File: src/sv/fed_pkg.sv
package fed_pkg;

    // Fixed field widths of the configuration registers.
    localparam int LEVEL_BITS    = 16;
    localparam int RING_BITS     = 17;
    localparam int CFG_DATA_BITS = 17;
    localparam int CFG_IDX_BITS  = 2;

    // Q1.15 arithmetic constants.
    localparam int FRAC_BITS  = 15;
    localparam int ROUND_HALF = 16384;
    localparam logic [LEVEL_BITS-1:0] UNITY = 16'h8000;

    // Register indexes on the configuration port.
    typedef enum logic [CFG_IDX_BITS-1:0] {
        REG_MIX_LEVEL     = 2'd0,
        REG_RING_LENGTH   = 2'd1,
        REG_DELAY_SAMPLES = 2'd2,
        REG_ENABLE        = 2'd3
    } fed_reg_t;

    // Per-item control flags that travel down the pipeline.
    typedef struct packed {
        logic active;   // echo path: store is read and updated
        logic hit;      // echo read address equals this item's write address
        logic mute;     // bypass item that yields zero (silent while enabled)
    } fed_flags_t;

endpackage

File: src/sv/fed_mix.sv
module fed_mix #(
    parameter int SAMPLE_BITS = 16,
    parameter int ADDR_BITS   = 16
) (
    input  logic                            aclk,
    input  logic                            aresetn,
    input  logic                            load,
    input  logic signed [SAMPLE_BITS-1:0]   in_x,
    input  logic [fed_pkg::LEVEL_BITS-1:0]  in_level,
    input  fed_pkg::fed_flags_t             in_flags,
    input  logic [ADDR_BITS-1:0]            in_waddr,
    input  logic signed [SAMPLE_BITS-1:0]   rd_data,
    output logic                            s1_busy,
    output logic                            wr_en,
    output logic [ADDR_BITS-1:0]            wr_addr,
    output logic signed [SAMPLE_BITS-1:0]   wr_data,
    output logic                            m_valid,
    input  logic                            m_ready,
    output logic signed [SAMPLE_BITS-1:0]   m_out_sample
);
    import fed_pkg::*;

    localparam int FW = SAMPLE_BITS + 19;
    localparam logic signed [FW-1:0] HALF_F = FW'(ROUND_HALF);
    localparam logic signed [FW-1:0] SMAX =
        {{(FW-SAMPLE_BITS+1){1'b0}}, {(SAMPLE_BITS-1){1'b1}}};
    localparam logic signed [FW-1:0] SMIN =
        {{(FW-SAMPLE_BITS+1){1'b1}}, {(SAMPLE_BITS-1){1'b0}}};

    function automatic logic signed [SAMPLE_BITS-1:0] round_sat(
        input logic signed [FW-1:0] v
    );
        logic signed [FW-1:0] q;
        q = (v + HALF_F) >>> FRAC_BITS;
        if (q > SMAX) begin
            q = SMAX;
        end else if (q < SMIN) begin
            q = SMIN;
        end
        return q[SAMPLE_BITS-1:0];
    endfunction

    // Stage 1: feedback write.
    logic                          s1_valid_reg;
    fed_flags_t                    s1_flags_reg;
    logic signed [SAMPLE_BITS-1:0] s1_x_reg;
    logic [LEVEL_BITS-1:0]         s1_level_reg;
    logic [ADDR_BITS-1:0]          s1_waddr_reg;
    logic signed [SAMPLE_BITS-1:0] a_reg;
    // Stage 2: output mix.
    logic                          s2_valid_reg;
    fed_flags_t                    s2_flags_reg;
    logic signed [SAMPLE_BITS-1:0] s2_x_reg;
    logic [LEVEL_BITS-1:0]         s2_level_reg;
    logic signed [SAMPLE_BITS-1:0] s2_b_reg;
    logic                          out_valid_reg;
    logic signed [SAMPLE_BITS-1:0] out_sample_reg;

    logic                          s1_move;
    logic                          s2_move;
    logic                          s2_free;
    logic signed [LEVEL_BITS:0]    level1_s;
    logic signed [LEVEL_BITS:0]    level2_s;
    logic signed [SAMPLE_BITS+16:0] fb_prod;
    logic signed [FW-1:0]          fb_sum;
    logic signed [SAMPLE_BITS-1:0] fb_sat;
    logic signed [SAMPLE_BITS-1:0] echo_b;
    logic signed [SAMPLE_BITS:0]   diff;
    logic signed [SAMPLE_BITS+17:0] mix_prod;
    logic signed [FW-1:0]          mix_sum;
    logic signed [SAMPLE_BITS-1:0] s2_result;

    assign s2_move = s2_valid_reg && (!out_valid_reg || m_ready);
    assign s2_free = !s2_valid_reg || s2_move;
    assign s1_move = s1_valid_reg && s2_free;
    assign s1_busy = s1_valid_reg;

    // fed = x * 1.0 + level * a
    assign level1_s = signed'({1'b0, s1_level_reg});
    assign fb_prod  = level1_s * a_reg;
    assign fb_sum   = (FW'(s1_x_reg) <<< FRAC_BITS) + FW'(fb_prod);
    assign fb_sat   = round_sat(fb_sum);
    // A read of the entry being written sees the new value.
    assign echo_b   = s1_flags_reg.hit ? fb_sat : rd_data;

    assign wr_en   = s1_move && s1_flags_reg.active;
    assign wr_addr = s1_waddr_reg;
    assign wr_data = fb_sat;

    // out = level * b + (1 - level) * x = level * (b - x) + x * 1.0
    assign level2_s = signed'({1'b0, s2_level_reg});
    assign diff     = (SAMPLE_BITS+1)'(s2_b_reg) - (SAMPLE_BITS+1)'(s2_x_reg);
    assign mix_prod = level2_s * diff;
    assign mix_sum  = (FW'(s2_x_reg) <<< FRAC_BITS) + FW'(mix_prod);

    always_comb begin
        if (s2_flags_reg.active) begin
            s2_result = round_sat(mix_sum);
        end else if (s2_flags_reg.mute) begin
            s2_result = '0;
        end else begin
            s2_result = s2_x_reg;
        end
    end

    always_ff @(posedge aclk) begin
        if (!aresetn) begin
            s1_valid_reg  <= 1'b0;
            s2_valid_reg  <= 1'b0;
            out_valid_reg <= 1'b0;
            a_reg         <= '0;
        end else begin
            if (load) begin
                s1_valid_reg <= 1'b1;
            end else if (s1_move) begin
                s1_valid_reg <= 1'b0;
            end
            if (s1_move) begin
                s2_valid_reg <= 1'b1;
            end else if (s2_move) begin
                s2_valid_reg <= 1'b0;
            end
            if (s2_move) begin
                out_valid_reg <= 1'b1;
            end else if (m_ready) begin
                out_valid_reg <= 1'b0;
            end
            if (s1_move && s1_flags_reg.active) begin
                a_reg <= echo_b;
            end
        end
    end

    always_ff @(posedge aclk) begin
        if (load) begin
            s1_flags_reg <= in_flags;
            s1_x_reg     <= in_x;
            s1_level_reg <= in_level;
            s1_waddr_reg <= in_waddr;
        end
        if (s1_move) begin
            s2_flags_reg <= s1_flags_reg;
            s2_x_reg     <= s1_x_reg;
            s2_level_reg <= s1_level_reg;
            s2_b_reg     <= echo_b;
        end
        if (s2_move) begin
            out_sample_reg <= s2_result;
        end
    end

    assign m_valid      = out_valid_reg;
    assign m_out_sample = out_sample_reg;

endmodule

File: config.mk
export PLATFORM = sky130hd
export DESIGN_NAME = fed_mix
export DESIGN_NICKNAME = d
export VERILOG_FILES = /design/src/sv/fed_pkg.sv /design/src/sv/fed_mix.sv
export SDC_FILE = /design/constraint.sdc
export NUM_CORES = 1
export LEC_CHECK = 0
export BUFFER_PORTS_ARGS = -buffer_cell sky130_fd_sc_hd__buf_2
export CORE_ASPECT_RATIO = 0.7
export CORE_MARGIN = 5
export CORE_UTILIZATION = 35
export CTS_BUF_LIST = sky130_fd_sc_hd__clkbuf_4 sky130_fd_sc_hd__clkbuf_8 sky130_fd_sc_hd__clkbuf_16
export DETAILED_ROUTE_END_ITERATION = 8
export PLACE_DENSITY = 0.61
export SYNTH_ARGS = -nofsm -noshare
export SYNTH_HDL_FRONTEND = slang
export SYNTH_SLANG_ARGS = --single-unit
File: constraint.sdc
create_clock -name aclk -period 23.4 [get_ports aclk]
set_input_delay 0 -clock aclk [delete_from_list [all_inputs] [get_ports aclk]]
set_output_delay 0 -clock aclk [all_outputs]
set_load 0.1 [all_outputs]
==> impl_results.html <==
<table>
<tr><th>Metric</th><th>Value</th></tr>
<tr><th colspan="2">Outcome</th></tr>
<tr><td>Result of the run</td><td>finished clean</td></tr>
<tr><th colspan="2">Drt</th></tr>
<tr><td>DR WL/cell</td><td>18.6 um</td></tr>
<tr><td>Number of iterations in the first detailed-routing pass</td><td>5</td></tr>
<tr><td>Number of DRC markers after the initial detailed-route iteration</td><td>roughly 1.3k</td></tr>
<tr><td>Total detailed-routing wirelength</td><td>68800 um</td></tr>
<tr><td>DRC</td><td>0</td></tr>
<tr><td>Final ANT Viol Nets</td><td>0</td></tr>
<tr><td>Via count</td><td>around 18k</td></tr>
<tr><td>Ratio of routed vias to standard cells</td><td>approximately 5</td></tr>
<tr><th colspan="2">Flow run</th></tr>
<tr><td>Number of max-cap violations</td><td>0</td></tr>
<tr><th colspan="2">Timing</th></tr>
<tr><td>Number of hold violations in the final report</td><td>0</td></tr>
<tr><td>Slew HR</td><td>25.2%</td></tr>
<tr><td>Final Critical Period</td><td>between 10 and 15 ns</td></tr>
<tr><td>Number of slew-limit violations in the final report</td><td>0</td></tr>
<tr><td>Unrepaired setup endpoints after global routing</td><td>no</td></tr>
<tr><td>Tightest Pin Transition</td><td>~1.1 ns</td></tr>
<tr><td>Part of the cycle the worst path needs</td><td>a little over two fifths</td></tr>
<tr><td>Fmax</td><td>0.100 GHz</td></tr>
<tr><td>Final setup violation count</td><td>0</td></tr>
<tr><td>Final TNS setup</td><td>0 ns</td></tr>
<tr><td>Worst-case clock skew</td><td>0.0249 ns</td></tr>
<tr><th colspan="2">Final layout</th></tr>
<tr><td>Sequential cell area in the final layout</td><td>about 0.0039 mm2</td></tr>
<tr><td>Antenna Diode Count</td><td>0</td></tr>
<tr><td>Share of post-route cells with drive strength above 1</td><td>7.95%</td></tr>
<tr><td>Multi-input combinational cell area</td><td>around 0.018 mm2</td></tr>
<tr><td>Number of fillers in the final layout</td><td>approximately 7k</td></tr>
<tr><td>Area growth from synthesis to layout</td><td>11.5%</td></tr>
<tr><td>Total Nets Final</td><td>between 3k and 4k</td></tr>
<tr><th colspan="2">Synth</th></tr>
<tr><td>Portion of the post-synthesis area used by sequential elements</td><td>about 16%</td></tr>
<tr><td>Cell with the most instances after synthesis</td><td>sky130_fd_sc_hd__inv_1</td></tr>
<tr><td>Async set or reset register ratio after synthesis</td><td>0%</td></tr>
<tr><td>Top_reg_cell synth</td><td>sky130_fd_sc_hd__edfxtp_1</td></tr>
<tr><td>Cell taking the most area after synthesis</td><td>sky130_fd_sc_hd__fa_1</td></tr>
<tr><td>Cell area after synthesis</td><td>approximately 0.025 mm2</td></tr>
<tr><td>Total of warnings raised by yosys</td><td>0</td></tr>
<tr><td>EDFF count, synth</td><td>roughly 120</td></tr>
<tr><td>Number of nets in the synthesized netlist</td><td>around 3.4k</td></tr>
<tr><td>Cells after Synth</td><td>about 2.6k</td></tr>
<tr><td>Post-synth top area share</td><td>a little over a third</td></tr>
<tr><td>Top cells by count, synth</td><td>sky130_fd_sc_hd__inv_1, sky130_fd_sc_hd__fa_1, sky130_fd_sc_hd__nand2_1</td></tr>
<tr><td>Avg Synthesized Cell Area</td><td>9.40 um2</td></tr>
<tr><td>Number of library cell types mapped by synthesis</td><td>70</td></tr>
<tr><td>Number of synthesized register bits</td><td>approximately 140</td></tr>
<tr><td>Area contributors post-synth</td><td>sky130_fd_sc_hd__fa_1, sky130_fd_sc_hd__edfxtp_1, sky130_fd_sc_hd__ha_1</td></tr>
<tr><th colspan="2">Global route</th></tr>
<tr><td>Overall overflow remaining after global route</td><td>0</td></tr>
<tr><td>Largest net degree at the start of global routing</td><td>53</td></tr>
<tr><td>Number of global-route vias before repair</td><td>18.5k</td></tr>
<tr><td>Total track usage</td><td>a little under a fifth</td></tr>
<tr><td>First-pass GRT wire length</td><td>109000 um</td></tr>
<tr><td>Number of antenna violations at the first check in global routing</td><td>1</td></tr>
<tr><th colspan="2">Worst setup path</th></tr>
<tr><td>Data arrival time at the worst-slack endpoint</td><td>10.25 ns</td></tr>
<tr><td>WS Path Type</td><td>reg2reg</td></tr>
<tr><td>Crit path max fanout</td><td>16</td></tr>
<tr><td>Most common cell on crit path</td><td>sky130_fd_sc_hd__fa_1</td></tr>
<tr><td>Element type at the critical path start</td><td>flop</td></tr>
<tr><td>CP required</td><td>roughly 24 ns</td></tr>
<tr><td>Worst setup EP type</td><td>flop</td></tr>
<tr><td>Worst r2r src</td><td>s2_x_reg[0]</td></tr>
<tr><td>Worst setup path startpoint</td><td>s2_x_reg[0]</td></tr>
<tr><td>Slowest stage cell on the critical path</td><td>sky130_fd_sc_hd__a31oi_1</td></tr>
<tr><td>Delay of the slowest cell on the worst path</td><td>about 0.86 ns</td></tr>
<tr><th colspan="2">Floorplan</th></tr>
<tr><td>Die Span Y</td><td>232 um</td></tr>
<tr><td>Starting Density</td><td>roughly 35%</td></tr>
<tr><td>Placeable core region</td><td>around 0.070 mm2</td></tr>
<tr><td>Boundary Pins</td><td>122</td></tr>
<tr><td>Horiz. Die Dim</td><td>between 300 and 400 um</td></tr>
<tr><td>Die area</td><td>0.0762 mm2</td></tr>
<tr><td>Floorplan row count</td><td>81</td></tr>
<tr><th colspan="2">Placed design</th></tr>
<tr><td>Final HPWL DP</td><td>54400 um</td></tr>
<tr><td>Count of input and output buffers</td><td>around 120</td></tr>
<tr><td>Routability cong.</td><td>a little under 0.9</td></tr>
<tr><th colspan="2">Clocking</th></tr>
<tr><td>Number of buffers inserted by hold repair at cts</td><td>between 60 and 70</td></tr>
<tr><td>CTS tree</td><td>built</td></tr>
<tr><td>Total clock sinks</td><td>136</td></tr>
<tr><td>Post-CTS repair timing setup buffer count</td><td>0</td></tr>
<tr><td>Clock-pin slew of the registers on the worst-case setup and hold paths</td><td>about 0.07 ns</td></tr>
<tr><td>CTS Root Buffer Type</td><td>sky130_fd_sc_hd__clkbuf_16</td></tr>
<tr><td>Htree depth</td><td>4</td></tr>
<tr><td>Number of buffers between clock root and the deepest sink</td><td>2</td></tr>
<tr><td>Number of buffers created by CTS</td><td>17</td></tr>
<tr><td>Clock latency reported for the late side of the worst-skew pair</td><td>roughly 0.45 ns</td></tr>
<tr><td>Gates resized, CTS repair</td><td>0</td></tr>
<tr><th colspan="2">Worst hold path</th></tr>
<tr><td>Launch point of the worst hold path</td><td>aresetn</td></tr>
<tr><td>Hold crit path type</td><td>in2reg</td></tr>
</table>
==> worst max-delay path: cells and delay by family, from the launching register on <==
family | cells | cell delay, ns
buffers and inverters | 5 | 0.41
adders and majority gates | 9 | 3.97
and+or+nand+nor | 5 | 1.46
AOI/OAI and AO/OA | 13 | 3.49
DFF | 1 | 0.45
==> per-layer routing <==
layer / up-vias / wire length (um) / track usage (%)
met3: 74 / 6220 / 4.62
li1: 8321 / - / -
met4: 0 / 1040 / 3.04
met2: 647 / 27700 / 26.8
met5: - / 0 / 0
met1: 8909 / 33800 / 28.3
==> layout make-up <==
type	count	area share [%]
multi-input combinational	1763	65.6
tap	913	4.14
clock buffer	17	1.54
sequential	136	14.1
clock inverter	15	0.649
inverter	634	8.63
timing repair buffer	214	5.33
==> cell families after synthesis <==
kind of cell | after synthesis | synth area share [%]
simple gates | 772 | 15.0
buf+inv | 733 | 11.2
fa+ha+maj | 705 | 49.1
compound gates | 222 | 6.46
flops | 136 | 15.7
xor+xnor | 46 | 1.73
mux | 18 | 0.758
==> worst paths after layout <==
kind	endpoint	slack (ns)	depth (start not counted)
worst max-delay path	m_out_sample[0]	13.40	32
worst min-delay path	a_reg[7]	0.09	3
worst max register to register	m_out_sample[0]	13.40	32
worst min register to register	s2_flags_reg[0]	0.43	0
==> cells in the final DEF, fill, tap and decap left out, drive strengths merged, types with 4 or more instances in the layout <==
cell / count
o221ai: 10
dlygate4sd3: 67
o2111ai: 4
a32oi: 12
nand3: 16
or2: 7
a2111oi: 5
nand2b: 44
clkbuf: 17
and2: 165
nor3: 11
nand4: 25
ha: 262
a21boi: 4
o21ai: 36
o21a: 5
o311ai: 5
a21o: 23
a211oi: 9
inv: 642
a211o: 7
mux2: 6
fa: 443
mux2i: 12
xor2: 16
clkinv: 7
and3: 9
a311oi: 5
o211ai: 6
xnor2: 30
nor2: 75
nor2b: 41
a21oi: 69
edfxtp: 117
nand2: 368
dfxtp: 19
buf: 147
a31oi: 7
==> metrics by stage <==
| step | cell area (um2) | worst slack (ns) | hold WS (ns) | util, % | cells |
|---|---|---|---|---|---|
| 2_1_floorplan | 24800 | 15.01 | 0.0989 | - | 2632 |
| 3_3_place_gp | 26300 | 13.65 | 0.176 | 37.6 | 3593 |
| 3_5_place_dp | 26300 | 13.57 | 0.178 | 37.6 | 3593 |
| 4_1_cts | 27600 | 13.45 | 0.0439 | 39.5 | 3692 |
| 5_1_grt | 27600 | 12.75 | 0.103 | 39.5 | 3692 |
| 6_report | 27600 | 13.40 | 0.0868 | 39.5 | 3692 |
Power is not shown: default switching activity piles up to over one toggle a cycle in this logic, so the estimate is an artifact.
