==> config.mk <==
export PLATFORM = sky130hd
export DESIGN_NAME = fed_index
export DESIGN_NICKNAME = d
export VERILOG_FILES = /design/src/sv/fed_pkg.sv /design/src/sv/fed_index.sv
export SDC_FILE = /design/constraint.sdc
export NUM_CORES = 1
export LEC_CHECK = 0
export ABC_AREA = 1
export BUFFER_PORTS_ARGS = -buffer_cell sky130_fd_sc_hd__clkbuf_2
export CAP_MARGIN = 10
export CORE_UTILIZATION = 45
export CTS_CLUSTER_SIZE = 25
export DETAILED_ROUTE_END_ITERATION = 8
export MAX_ROUTING_LAYER = met4
export PLACE_DENSITY = 0.68
export SKIP_LAST_GASP = 1
export SYNTH_ARGS = -nofsm -noshare
export SYNTH_HDL_FRONTEND = slang
export SYNTH_SLANG_ARGS = --single-unit
==> constraint.sdc <==
create_clock -name aclk -period 7.5 [get_ports aclk]
set_input_delay 0.75 -clock aclk [delete_from_list [all_inputs] [get_ports aclk]]
set_output_delay 0.75 -clock aclk [all_outputs]
set_load 0.03 [all_outputs]
==> src/sv/fed_pkg.sv <==
package fed_pkg;

    // Fixed field widths of the configuration registers.
    localparam int LEVEL_BITS    = 16;
    localparam int RING_BITS     = 17;
    localparam int CFG_DATA_BITS = 17;
    localparam int CFG_IDX_BITS  = 2;

    // Q1.15 arithmetic constants.
    localparam int FRAC_BITS  = 15;
    localparam int ROUND_HALF = 16384;
    localparam logic [LEVEL_BITS-1:0] UNITY = 16'h8000;

    // Register indexes on the configuration port.
    typedef enum logic [CFG_IDX_BITS-1:0] {
        REG_MIX_LEVEL     = 2'd0,
        REG_RING_LENGTH   = 2'd1,
        REG_DELAY_SAMPLES = 2'd2,
        REG_ENABLE        = 2'd3
    } fed_reg_t;

    // Per-item control flags that travel down the pipeline.
    typedef struct packed {
        logic active;   // echo path: store is read and updated
        logic hit;      // echo read address equals this item's write address
        logic mute;     // bypass item that yields zero (silent while enabled)
    } fed_flags_t;

endpackage

==> src/sv/fed_index.sv <==
module fed_index #(
    parameter int STORE_DEPTH = 65536,
    parameter int ADDR_BITS   = 16
) (
    input  logic                           aclk,
    input  logic                           aresetn,
    input  logic                           step,
    input  logic [fed_pkg::RING_BITS-1:0]  ring_length,
    input  logic [fed_pkg::RING_BITS-1:0]  delay_samples,
    output logic [ADDR_BITS-1:0]           wr_addr,
    output logic [ADDR_BITS-1:0]           rd_addr,
    output logic                           hit
);
    import fed_pkg::*;

    localparam int CNT_BITS = ADDR_BITS + 1;
    localparam int LW       = (CNT_BITS > RING_BITS) ? CNT_BITS : RING_BITS;
    localparam logic [LW-1:0] DEPTH_L = LW'(STORE_DEPTH);
    localparam logic [LW-1:0] ONE_L   = LW'(1);

    logic [ADDR_BITS-1:0] wi_reg;
    logic [LW-1:0]        ring_l;
    logic [LW-1:0        ] dly_l;
    logic [LW-1:0]        len;
    logic [LW-1:0]        dly;
    logic [LW-1:0]        wi_inc;
    logic [LW-1:0]        wi_new;
    logic [LW-1:0]        rd_full;

    always_comb begin
        ring_l = LW'(ring_length);
        dly_l  = LW'(delay_samples);
        if (ring_l == '0) begin
            len = ONE_L;
        end else if (ring_l > DEPTH_L) begin
            len = DEPTH_L;
        end else begin
            len = ring_l;
        end
        dly    = (dly_l > len) ? len : dly_l;
        wi_inc = LW'(wi_reg) + ONE_L;
        wi_new = (wi_inc >= len) ? '0 : wi_inc;
        if (wi_new < dly) begin
            rd_full = wi_new + len - dly;
        end else begin
            rd_full = wi_new - dly;
        end
    end

    assign wr_addr = wi_reg;
    assign rd_addr = rd_full[ADDR_BITS-1:0];
    assign hit     = (rd_full[ADDR_BITS-1:0] == wi_reg);

    always_ff @(posedge aclk) begin
        if (!aresetn) begin
            wi_reg <= '0;
        end else if (step) begin
            wi_reg <= wi_new[ADDR_BITS-1:0];
        end
    end

endmodule

==> results of run 1 <==
metrics by stage:
stage | setup slack [ns] | hold slack, ns
6_report | 0.2624 | 0.5753
3_5_place_dp | 0.1129 | 0.5550
5_1_grt | -0.1037 | 0.6058
2_1_floorplan | 0.4708 | 0.6383
4_1_cts | 0.07196 | 0.5662
3_3_place_gp | 0.1679 | 0.5461
how the worst min path moves through the flow:
stage	startpoint	endpoint	slack, ns	cells after the start
3_3_place_gp	wr_addr[13]	wr_addr[13]	0.55	2
5_1_grt	wr_addr[13]	wr_addr[13]	0.61	2
6_report	wr_addr[13]	wr_addr[13]	0.58	2
3_5_place_dp	wr_addr[13]	wr_addr[13]	0.56	2
2_1_floorplan	wr_addr[12]	wr_addr[12]	0.64	2
4_1_cts	wr_addr[13]	wr_addr[13]	0.57	2
cell usage in the layout, fill, tap and decap left out, types with 16 or more instances in the layout:
cell / synthesis / layout
nor2_1: 80 / 68
nand3_1: 38 / 35
fa_1: 16 / 16
o21ai_1: 9 / 16
inv_1: 112 / 111
buf_4: 1 / 31
ha_1: 68 / 66
nand2_1: 170 / 167
a21oi_1: 40 / 39
xor2_1: 23 / 22
clkbuf_2: 0 / 68
o21ai_0: 39 / 30
layer usage:
layer	wire, um	track usage [%]
met1	6999	42.05
met2	6573	46.21
met3	803	0.7591
met4	221	7.023
met5	0	-
final cells by class:
| class | count | area (um^2) |
|---|---|---|
| fillers | 980 | 4059 |
| multi-input cells | 569 | 3719 |
| repair buffers | 99 | 573.1 |
| inverters | 120 | 457.9 |
| flip-flops and latches | 16 | 326.6 |
| well taps | 129 | 161.4 |
| clock buffers | 4 | 55.05 |
| repair inverters | 3 | 20.02 |
logic make-up after synthesis:
family / Yosys count / synth area share (%)
xor+xnor: 37 / 7.323
buf+inv: 131 / 11.54
flops: 16 / 7.238
fa+ha+maj: 84 / 26.46
simple gates: 330 / 32.17
compound gates: 118 / 15.27
critical path: cells and delay by family (launching register included):
family,cells,cell delay (ns)
and+or+nand+nor,22,2.76
adders and majority gates,3,1.35
buffers and inverters,7,0.78
DFF,1,0.36
xor gates and xnor gates,3,0.55
AOI/OAI and AO/OA,2,0.39
power by group through the flow:
| stage | Sequential, mW | Combinational (mW) | Clock, mW |
|---|---|---|---|
| final | 0.101 | 1.00 | 0.0867 |
| after global routing | 0.101 | 1.10 | 0.0895 |
| after CTS | 0.0998 | 0.964 | 0.0857 |
| after detailed placement | 0.102 | 0.957 | 0 |
| after global placement | 0.102 | 0.949 | 0 |
| after floorplan | 0.111 | 0.681 | 0 |
repair_timing:
action | CTS | global route
pin swaps | 1 | 11
resized for setup | 3 | 49
setup endpoints to repair | 1 | 4
cloned | 0 | 3
setup buffers | 0 | 9
==> metrics.csv, run 1 <==
stage;metric;value;unit
pwr;Leak;2.927;nW
pwr;PD cells;224.3;nW/um^2
yosys;Synth Instances;716;
pwr;Flop pwr share;8.5;%
yosys;Seq cells post-synth;16;
floorplan;Core Footprint;9371;um^2
placement;cell count after placement;924;
floorplan;DIE AREA;10240;um^2
detailed_routing;routed length per instance;15.53;um
global_routing;initial antenna violation count;0;
timing;count of pins over their slew limit;0;
critical_path;CP Capture Point;hit;
yosys;Post-synth top cells;170 x nand2_1, 112 x inv_1, 80 x nor2_1;
status;status;finished clean;
detailed_routing;Vias/cell;5.311;
placement;IO buf count;69;
finish;share of cells above drive strength 1;20.59;%
pwr;Tot Pwr;1.191;mW
yosys;Mapped Nets;837;
yosys;number of enable-type register cells in the synthesized netlist;0;
finish;max reg flops;16;
pwr;sw frac;59.35;%
detailed_routing;WL final;14.60;mm
clock_network;Clk Tree Root Cell;clkbuf_8;
finish;Nets;933;
critical_path;Setup crit start;wr_addr[1];
critical_path;Worst setup SP type;register;
job;max-cap violation count;0;
finish;final instance area;5313;um^2
global_routing;vias in the first global route;4573;
min_path;worst min-delay path category;reg -> reg;
detailed_routing;Routed Antenna Nets;0;
detailed_routing;iteration count of the initial detailed-routing pass;6;
timing;f_max;0.1382;GHz
pwr;Peak VDD IR;0.1120;mV
timing;Final Hold Fails;0;
placement;RePlAce Congestion;0.9525;
pwr;Net Switching;0.7071;mW
global_routing;total grt overflow;0;
critical_path;FF-to-FF Start;wr_addr[1];
floorplan;Die W;101.2;um
critical_path;Critical Path End Type;output port;
yosys;Top FF cell, synth;dfxtp_1;
yosys;Synth top area share;19.23;%
floorplan;Die Y;101.2;um
yosys;synth warn;0;
pwr;clock network power share;7.3;%
detailed_routing;initial drt markers;433;
finish;area growth from synthesis to layout;20.05;%
critical_path;WP data required;6.75;ns
critical_path;Data arrival, critical path;6.49;ns
global_routing;Total GRT Usage;29.47;%
pwr;combinational fraction of design power;84.3;%
yosys;post-synthesis cell area;4425;um^2
yosys;most numerous cell in the Yosys netlist;nand2_1;
timing;Tcrit/Tclk final;96.50;%
critical_path;Slowest cell on crit path;fa_1;
global_routing;first-pass GRT wire length;22.51;mm
pwr;Internal Power;0.4843;mW
clock_network;cts bufs inserted;3;
yosys;Netlist cell types;37;
critical_path;max incr delay on CP;0.55;ns
critical_path;flop2flop setup slack;3.46;ns
finish;Final Util;56.69;%
floorplan;Top Ports;70;
finish;diode count;0;
critical_path;Reg-to-Reg End;wr_addr[14];
placement;placed instance area;5030;um^2
clock_network;Post-CTS Hold Buffers;0;
yosys;Area contributors post-synth;ha_1 19%, nand2_1 14%, inv_1 9.5%, dfxtp_1 7.2%, fa_1 7.2%;
yosys;top cell type by total area after synthesis;ha_1;
timing;Post-Route Setup TNS;0;ns
critical_path;most used cell, CP;nand2_1;
critical_path;Crit Path Max Fanout;7;
clock_network;CTS tree;done;
floorplan;# rows;35;
yosys;register area share after synthesis;7.238;%
floorplan;Initial Util;47.22;%
global_routing;largest net degree at the start of global routing;25;
timing;Slew HR;43.98;%
finish;non-filler cells, final;940;
clock_network;H-tree depth;1;
detailed_routing;vias post-DR;4992;
clock_network;clk slew on worst S/H paths;0.08;ns
clock_network;CTS sink count;16;
timing;Least-Margin Pin Slew;0.8315;ns
critical_path;Crit Path Class;reg -> out;
detailed_routing;drt drc;0;
timing;time the worst path needs with I/O delays and setup;7.238;ns
clock_network;clock latency at the later pin of the worst-skew pair;0.26;ns
yosys;average size of a mapped cell;6.181;um^2
critical_path;reg2reg path depth;23;
timing;# setup viols final;0;
clock_network;CTS max path bufs;2;
placement;dpl hpwl;12.34;mm
timing;Worst Skew;0.003735;ns
yosys;ys async rst share;0;%
No activity file was read; power rests on OpenSTA's default activity.
==> run 2, diff against run 1 <==
HOLD_SLACK_MARGIN = 0.08   (was default)
PLACE_DENSITY = 0.66   (was 0.68)
SLEW_MARGIN = 10   (was default)
==> run 2 against run 1 <==
  * Sequential share of layout area barely moved
  * Combinational power is essentially flat
  * Clock skew grew 0.00071 ns
  * Fmax is 2.8% higher
  * First-iteration DRC count is 6.7% higher
  * Critical endpoint unchanged
  * Largest power group unchanged
==> metrics.csv, run 2 (synthesized netlist as in run 1, its figures left out) <==
stage;metric;value;unit;change
critical_path;max incr delay on CP;0.54;ns;about the same
critical_path;Worst setup SP type;register;;
pwr;Leak;2.920;nW;-0.22%
critical_path;Crit Path Class;reg -> out;;
clock_network;clock latency at the later pin of the worst-skew pair;0.27;ns;about the same
pwr;Net Switching;0.7124;mW;+0.75%
critical_path;Slowest cell on crit path;fa_1;;
detailed_routing;Vias/cell;5.309;;about the same
clock_network;CTS sink count;16;;unchanged
detailed_routing;initial drt markers;462;;+6.7%
clock_network;clk slew on worst S/H paths;0.08;ns;about the same
clock_network;Clk Tree Root Cell;clkbuf_8;;
timing;time the worst path needs with I/O delays and setup;7.042;ns;-0.1955 ns
finish;share of cells above drive strength 1;19.90;%;-0.69 points
clock_network;CTS tree;done;;
finish;Fillers;979;;-0.10%
pwr;clock network power share;7.4;%;about the same
job;max-cap violation count;0;;unchanged
timing;Final Hold Fails;0;;unchanged
timing;Slew HR;47.31;%;+3.3 points
finish;Multi-input gate area;3687;um^2;-0.84%
timing;Post-Route Setup TNS;0;ns;unchanged
critical_path;Data arrival, critical path;6.29;ns;-0.20 ns
global_routing;Total GRT Usage;29.67;%;+0.20 points
placement;dpl hpwl;12.41;mm;+0.52%
pwr;PD cells;225.4;nW/um^2;+0.52%
placement;IO buf count;69;;unchanged
critical_path;delay-heaviest family, CP;simple AND/OR/NAND/NOR gates;;
detailed_routing;iteration count of the initial detailed-routing pass;6;;unchanged
pwr;sw frac;59.88;%;+0.53 points
placement;RePlAce Congestion;0.9795;;+2.8%
timing;# setup viols final;0;;unchanged
detailed_routing;drt drc;0;;unchanged
clock_network;CTS max path bufs;2;;unchanged
detailed_routing;WL final;14.42;mm;-1.2%
min_path;worst min-delay path category;reg -> reg;;
floorplan;# rows;35;;unchanged
floorplan;Initial Util;47.22;%;unchanged
critical_path;Crit Path Max Fanout;15;;+8
floorplan;Die W;101.2;um;unchanged
floorplan;Die Y;101.2;um;unchanged
finish;max reg flops;16;;unchanged
finish;register area;322.8;um^2;-1.1%
finish;commonest non-fill, non-tap cell in the layout;nand2_1;;
critical_path;crit path buf inv count;6;;-1
finish;commonest cells after routing, fill and taps aside;166 x nand2_1, 110 x inv_1, 68 x nor2_1, 68 x ha_1, 68 x clkbuf_2;;
detailed_routing;routed length per instance;15.38;um;-0.98%
global_routing;largest net degree at the start of global routing;25;;unchanged
timing;count of pins over their slew limit;0;;unchanged
finish;final instance area;5278;um^2;-0.66%
floorplan;Top Ports;70;;unchanged
detailed_routing;Routed Antenna Nets;0;;unchanged
pwr;combinational fraction of design power;84.2;%;about the same
finish;area growth from synthesis to layout;19.25;%;
clock_network;Post-CTS Hold Buffers;0;;unchanged
critical_path;most used cell, CP;nand2_1;;
timing;Worst Skew;0.004444;ns;+0.0007094 ns
critical_path;Critical Path Stages;38;;+2.7%
timing;final worst slack;0.4579;ns;+0.1955 ns
clock_network;H-tree depth;1;;unchanged
clock_network;cts bufs inserted;3;;unchanged
global_routing;initial antenna violation count;0;;unchanged
pwr;Peak VDD IR;0.1122;mV;+0.20%
finish;diode count;0;;unchanged
critical_path;Critical Path End Type;output port;;
global_routing;total grt overflow;0;;unchanged
pwr;Internal Power;0.4773;mW;-1.4%
floorplan;DIE AREA;10240;um^2;unchanged
timing;Least-Margin Pin Slew;0.7895;ns;-0.04195 ns
detailed_routing;vias post-DR;4980;;-0.24%
critical_path;reg2reg path depth;21;;-8.7%
status;status;finished clean;;
placement;placed instance area;5095;um^2;+1.3%
critical_path;WP data required;6.75;ns;about the same
global_routing;vias in the first global route;4654;;+1.8%
placement;dpl ws;0.1963;ns;+0.08343 ns
pwr;Flop pwr share;8.4;%;about the same
finish;Nets;931;;-0.21%
floorplan;Core Footprint;9371;um^2;unchanged
global_routing;first-pass GRT wire length;22.49;mm;about the same
timing;Tcrit/Tclk final;93.90;%;-2.6 points
timing;f_max;0.1420;GHz;+2.8%
min_path;Hold Path Stages;2;;unchanged
run 2: cell count changes in the layout (fill, tap and decap cells not counted), sizes merged:
cell,delta
clkinvlp,-3
clkbuf,+1
buf,-1
inv,+1
run 2: final timing paths:
check	from	endpoint	slack [ns]
worst max register to register	wr_addr[0]	wr_addr[4]	3.73
worst max-delay path	wr_addr[0]	hit	0.46
worst min-delay path	wr_addr[12]	wr_addr[12]	0.57
worst min register to register	wr_addr[12]	wr_addr[12]	0.57
run 2: power by group through the flow:
stage	Clock [mW]	Combinational, mW	Sequential [mW]
after CTS	0.0879	0.975	0.0994
final	0.0876	1.00	0.100
after floorplan	0	0.681	0.111
after global routing	0.0894	1.09	0.101
after global placement	0	0.959	0.101
after detailed placement	0	0.969	0.101
run 2: per-stage QoR:
stage | cells | utilization [%] | power, mW | hold slack (ns)
final | 938 | 56.32 | 1.190 | 0.5668
after global routing | 938 | 56.32 | 1.284 | 0.5965
after CTS | 935 | 54.95 | 1.162 | 0.5562
after detailed placement | 931 | 54.37 | 1.070 | 0.5431
after global placement | 931 | 54.37 | 1.061 | 0.5446
after floorplan | 716 | - | 0.7921 | 0.6383
run 2: cell type report:
cell class | count | share of cell area [%]
Inverter | 120 | 8.606
Timing Repair inverter | 1 | 0.1422
Timing Repair Buffer | 99 | 11.17
Sequential cell | 16 | 6.117
Clock buffer | 4 | 1.043
Multi-Input combinational cell | 569 | 69.87
Tap cell | 129 | 3.058
run 2: routing by layer:
| layer | global-route usage [%] | up-vias | wire [um] |
|---|---|---|---|
| met5 | - | - | 0 |
| met4 | 13.94 | 0 | 634 |
| li1 | - | 2521 | - |
| met2 | 45.47 | 219 | 6162 |
| met1 | 39.46 | 2206 | 6563 |
| met3 | 2.622 | 34 | 1063 |
run 2: timing repair:
action                                  4_1_cts  5_1_grt
gates resized for setup                       0       41
endpoints found under the setup margin        0        4
setup buffers                                 0        2
run 2: worst min-delay path: stages (launching register included):
cell,delay (ns)
dfxtp_1,0.37
inv_1,0.09
a211oi_1,0.07
==> run 3, diff against run 2 <==
BUFFER_PORTS_ARGS = -buffer_cell sky130_fd_sc_hd__buf_4   (was -buffer_cell sky130_fd_sc_hd__clkbuf_2)
==> run 3 against run 2 <==
  * Sequential power about the same
  * Worst hold slack got worse by 0.014 ns
  * First-iteration DRC count down 15%
  * Clock skew shrank 0.0014 ns
  * Sequential cell count stayed put
  * Total power up 4.6%
  * Core utilization rose by 2.4 points
  * Cell count is 0.96% higher
  * Fmax fell by 0.40%
  * Combinational power increased by 6%
  * Highest routed layer unchanged
==> metrics.csv, run 3 (synthesized netlist as in run 1, its figures left out) <==
stage;metric;value;unit;change
timing;time the worst path needs with I/O delays and setup;7.070;ns;+0.02799 ns
global_routing;vias in the first global route;4791;;+2.9%
placement;RePlAce Congestion;0.9691;;-1.1%
floorplan;Initial Util;47.22;%;unchanged
pwr;sw frac;56.51;%;-3.4 points
timing;Post-Route Setup TNS;0;ns;unchanged
critical_path;Crit Path Max Fanout;15;;unchanged
clock_network;clock latency at the later pin of the worst-skew pair;0.25;ns;-0.02 ns
critical_path;delay-heaviest family, CP;simple AND/OR/NAND/NOR gates;;
detailed_routing;vias post-DR;4981;;+0.020%
placement;IO buf count;69;;unchanged
timing;Least-Margin Pin Slew;0.7328;ns;-0.05672 ns
critical_path;crit path buf inv count;6;;unchanged
timing;Worst Skew;0.003019;ns;-0.001426 ns
critical_path;Critical Path End Type;output port;;
timing;f_max;0.1414;GHz;-0.40%
pwr;Net Switching;0.7036;mW;-1.2%
finish;Final Util;58.73;%;+2.4 points
clock_network;CTS tree;done;;
floorplan;Top Ports;70;;unchanged
finish;area growth from synthesis to layout;24.37;%;
pwr;PD cells;226.2;nW/um^2;+0.34%
critical_path;WP data required;6.75;ns;about the same
timing;# setup viols final;0;;unchanged
critical_path;Slowest cell on crit path;fa_1;;
pwr;combinational fraction of design power;85.4;%;+1.2 points
floorplan;Die W;101.2;um;unchanged
detailed_routing;Vias/cell;5.260;;-0.93%
pwr;clock network power share;6.5;%;-0.9 points
job;max-cap violation count;0;;unchanged
detailed_routing;Routed Antenna Nets;0;;unchanged
critical_path;Data arrival, critical path;6.32;ns;+0.03 ns
global_routing;total grt overflow;0;;unchanged
finish;share of cells above drive strength 1;20.66;%;+0.76 points
global_routing;Total GRT Usage;30.55;%;+0.88 points
critical_path;flop2flop setup slack;3.68;ns;-0.05 ns
finish;Nets;940;;+0.97%
detailed_routing;routed length per instance;15.37;um;about the same
floorplan;Die Y;101.2;um;unchanged
detailed_routing;WL final;14.55;mm;+0.90%
floorplan;Core Footprint;9371;um^2;unchanged
clock_network;cts bufs inserted;3;;unchanged
global_routing;first-pass GRT wire length;23.29;mm;+3.6%
floorplan;DIE AREA;10240;um^2;unchanged
timing;Slew HR;51.09;%;+3.8 points
pwr;Peak VDD IR;0.1085;mV;-3.3%
clock_network;Clk Tree Root Cell;clkbuf_8;;
critical_path;Crit Path Class;reg -> out;;
clock_network;H-tree depth;1;;unchanged
clock_network;CTS max path bufs;2;;unchanged
timing;unrepaired setup endpoints after global routing;no;;
global_routing;largest net degree at the start of global routing;25;;unchanged
critical_path;most used cell, CP;nand2_1;;
timing;Tcrit/Tclk final;94.27;%;+0.37 points
timing;count of pins over their slew limit;0;;unchanged
min_path;worst min-delay path category;reg -> reg;;
detailed_routing;initial drt markers;393;;-15%
finish;commonest non-fill, non-tap cell in the layout;nand2_1;;
clock_network;clk slew on worst S/H paths;0.07;ns;about the same
clock_network;CTS sink count;16;;unchanged
critical_path;max incr delay on CP;0.49;ns;-0.05 ns
finish;Fillers;964;;-1.5%
detailed_routing;iteration count of the initial detailed-routing pass;5;;-1
placement;dpl hpwl;12.82;mm;+3.3%
timing;Final Hold Fails;0;;unchanged
pwr;Leak;3.000;nW;+2.7%
global_routing;initial antenna violation count;0;;unchanged
finish;diode count;0;;unchanged
status;status;finished clean;;
critical_path;Worst setup SP type;register;;
finish;commonest cells after routing, fill and taps aside;166 x nand2_1, 111 x inv_1, 106 x buf_4, 68 x nor2_1, 68 x ha_1;;
pwr;Internal Power;0.5415;mW;+13%
pwr;Flop pwr share;8.1;%;-0.3 points
floorplan;# rows;35;;unchanged
finish;max reg flops;16;;unchanged
detailed_routing;drt drc;0;;unchanged
[run 3: through the flow]
step	setup WS (ns)	power [mW]	hold WS [ns]	cells	cell area [um^2]
CTS	0.1183	1.224	0.5704	943	5383
detailed placement	0.3289	1.138	0.5605	939	5328
global placement	0.3819	1.132	0.5510	939	5328
finish	0.4299	1.245	0.5525	947	5504
floorplan	0.4708	0.7921	0.6383	716	4425
global route	0.002659	1.355	0.6127	947	5504
[run 3: worst register-to-register path: cells and delay by family (launching register included)]
| kind | cells | cell delay (ns) |
|---|---|---|
| AO/OA/AOI/OAI | 5 | 0.93 |
| adder cells (fa/ha/maj) | 2 | 0.52 |
| buffers and inverters | 4 | 0.57 |
| flip-flops | 1 | 0.37 |
| AND/OR/NAND/NOR | 10 | 1.35 |
[run 3: metal layers]
layer	share of wire [%]	wire length (um)	vias to the layer above	global-route usage (%)
met5	0	0	-	-
met1	48	6930	2244	42.95
met2	44	6394	182	48.87
met4	1.2	180	0	5.240
li1	-	-	2543	-
met3	7.2	1048	12	1.725
[run 3: final timing paths]
path                end  startpoint  cells after the start
max                 hit  wr_addr[0]                     36
min reg2reg  wr_addr[1]  wr_addr[1]                      2
min          wr_addr[1]  wr_addr[1]                      2
max reg2reg  wr_addr[6]  wr_addr[0]                     21
[run 3: final cells by class]
cell class	instances	area [um^2]	area share (%)
inverters	120	457.9	8.320
repair buffers	108	827.0	15.03
multi-input cells	569	3672	66.72
well taps	129	161.4	2.932
repair inverters	1	7.507	0.1364
flip-flops and latches	16	322.8	5.865
clock buffers	4	55.05	1.000
[run 3: timing repair]
action	CTS	global route
endpoints found under the hold margin	0	0
resized for setup	0	43
hold buffers	0	0
setup buffers	0	3
endpoints found under the setup margin	0	2
[run 3: power groups by stage]
stage | Combinational [mW] | Clock, mW | Sequential [mW]
after global routing | 1.17 | 0.0866 | 0.102
after floorplan | 0.681 | 0 | 0.111
final | 1.06 | 0.0808 | 0.101
after CTS | 1.04 | 0.0813 | 0.100
after detailed placement | 1.04 | 0 | 0.102
after global placement | 1.03 | 0 | 0.102
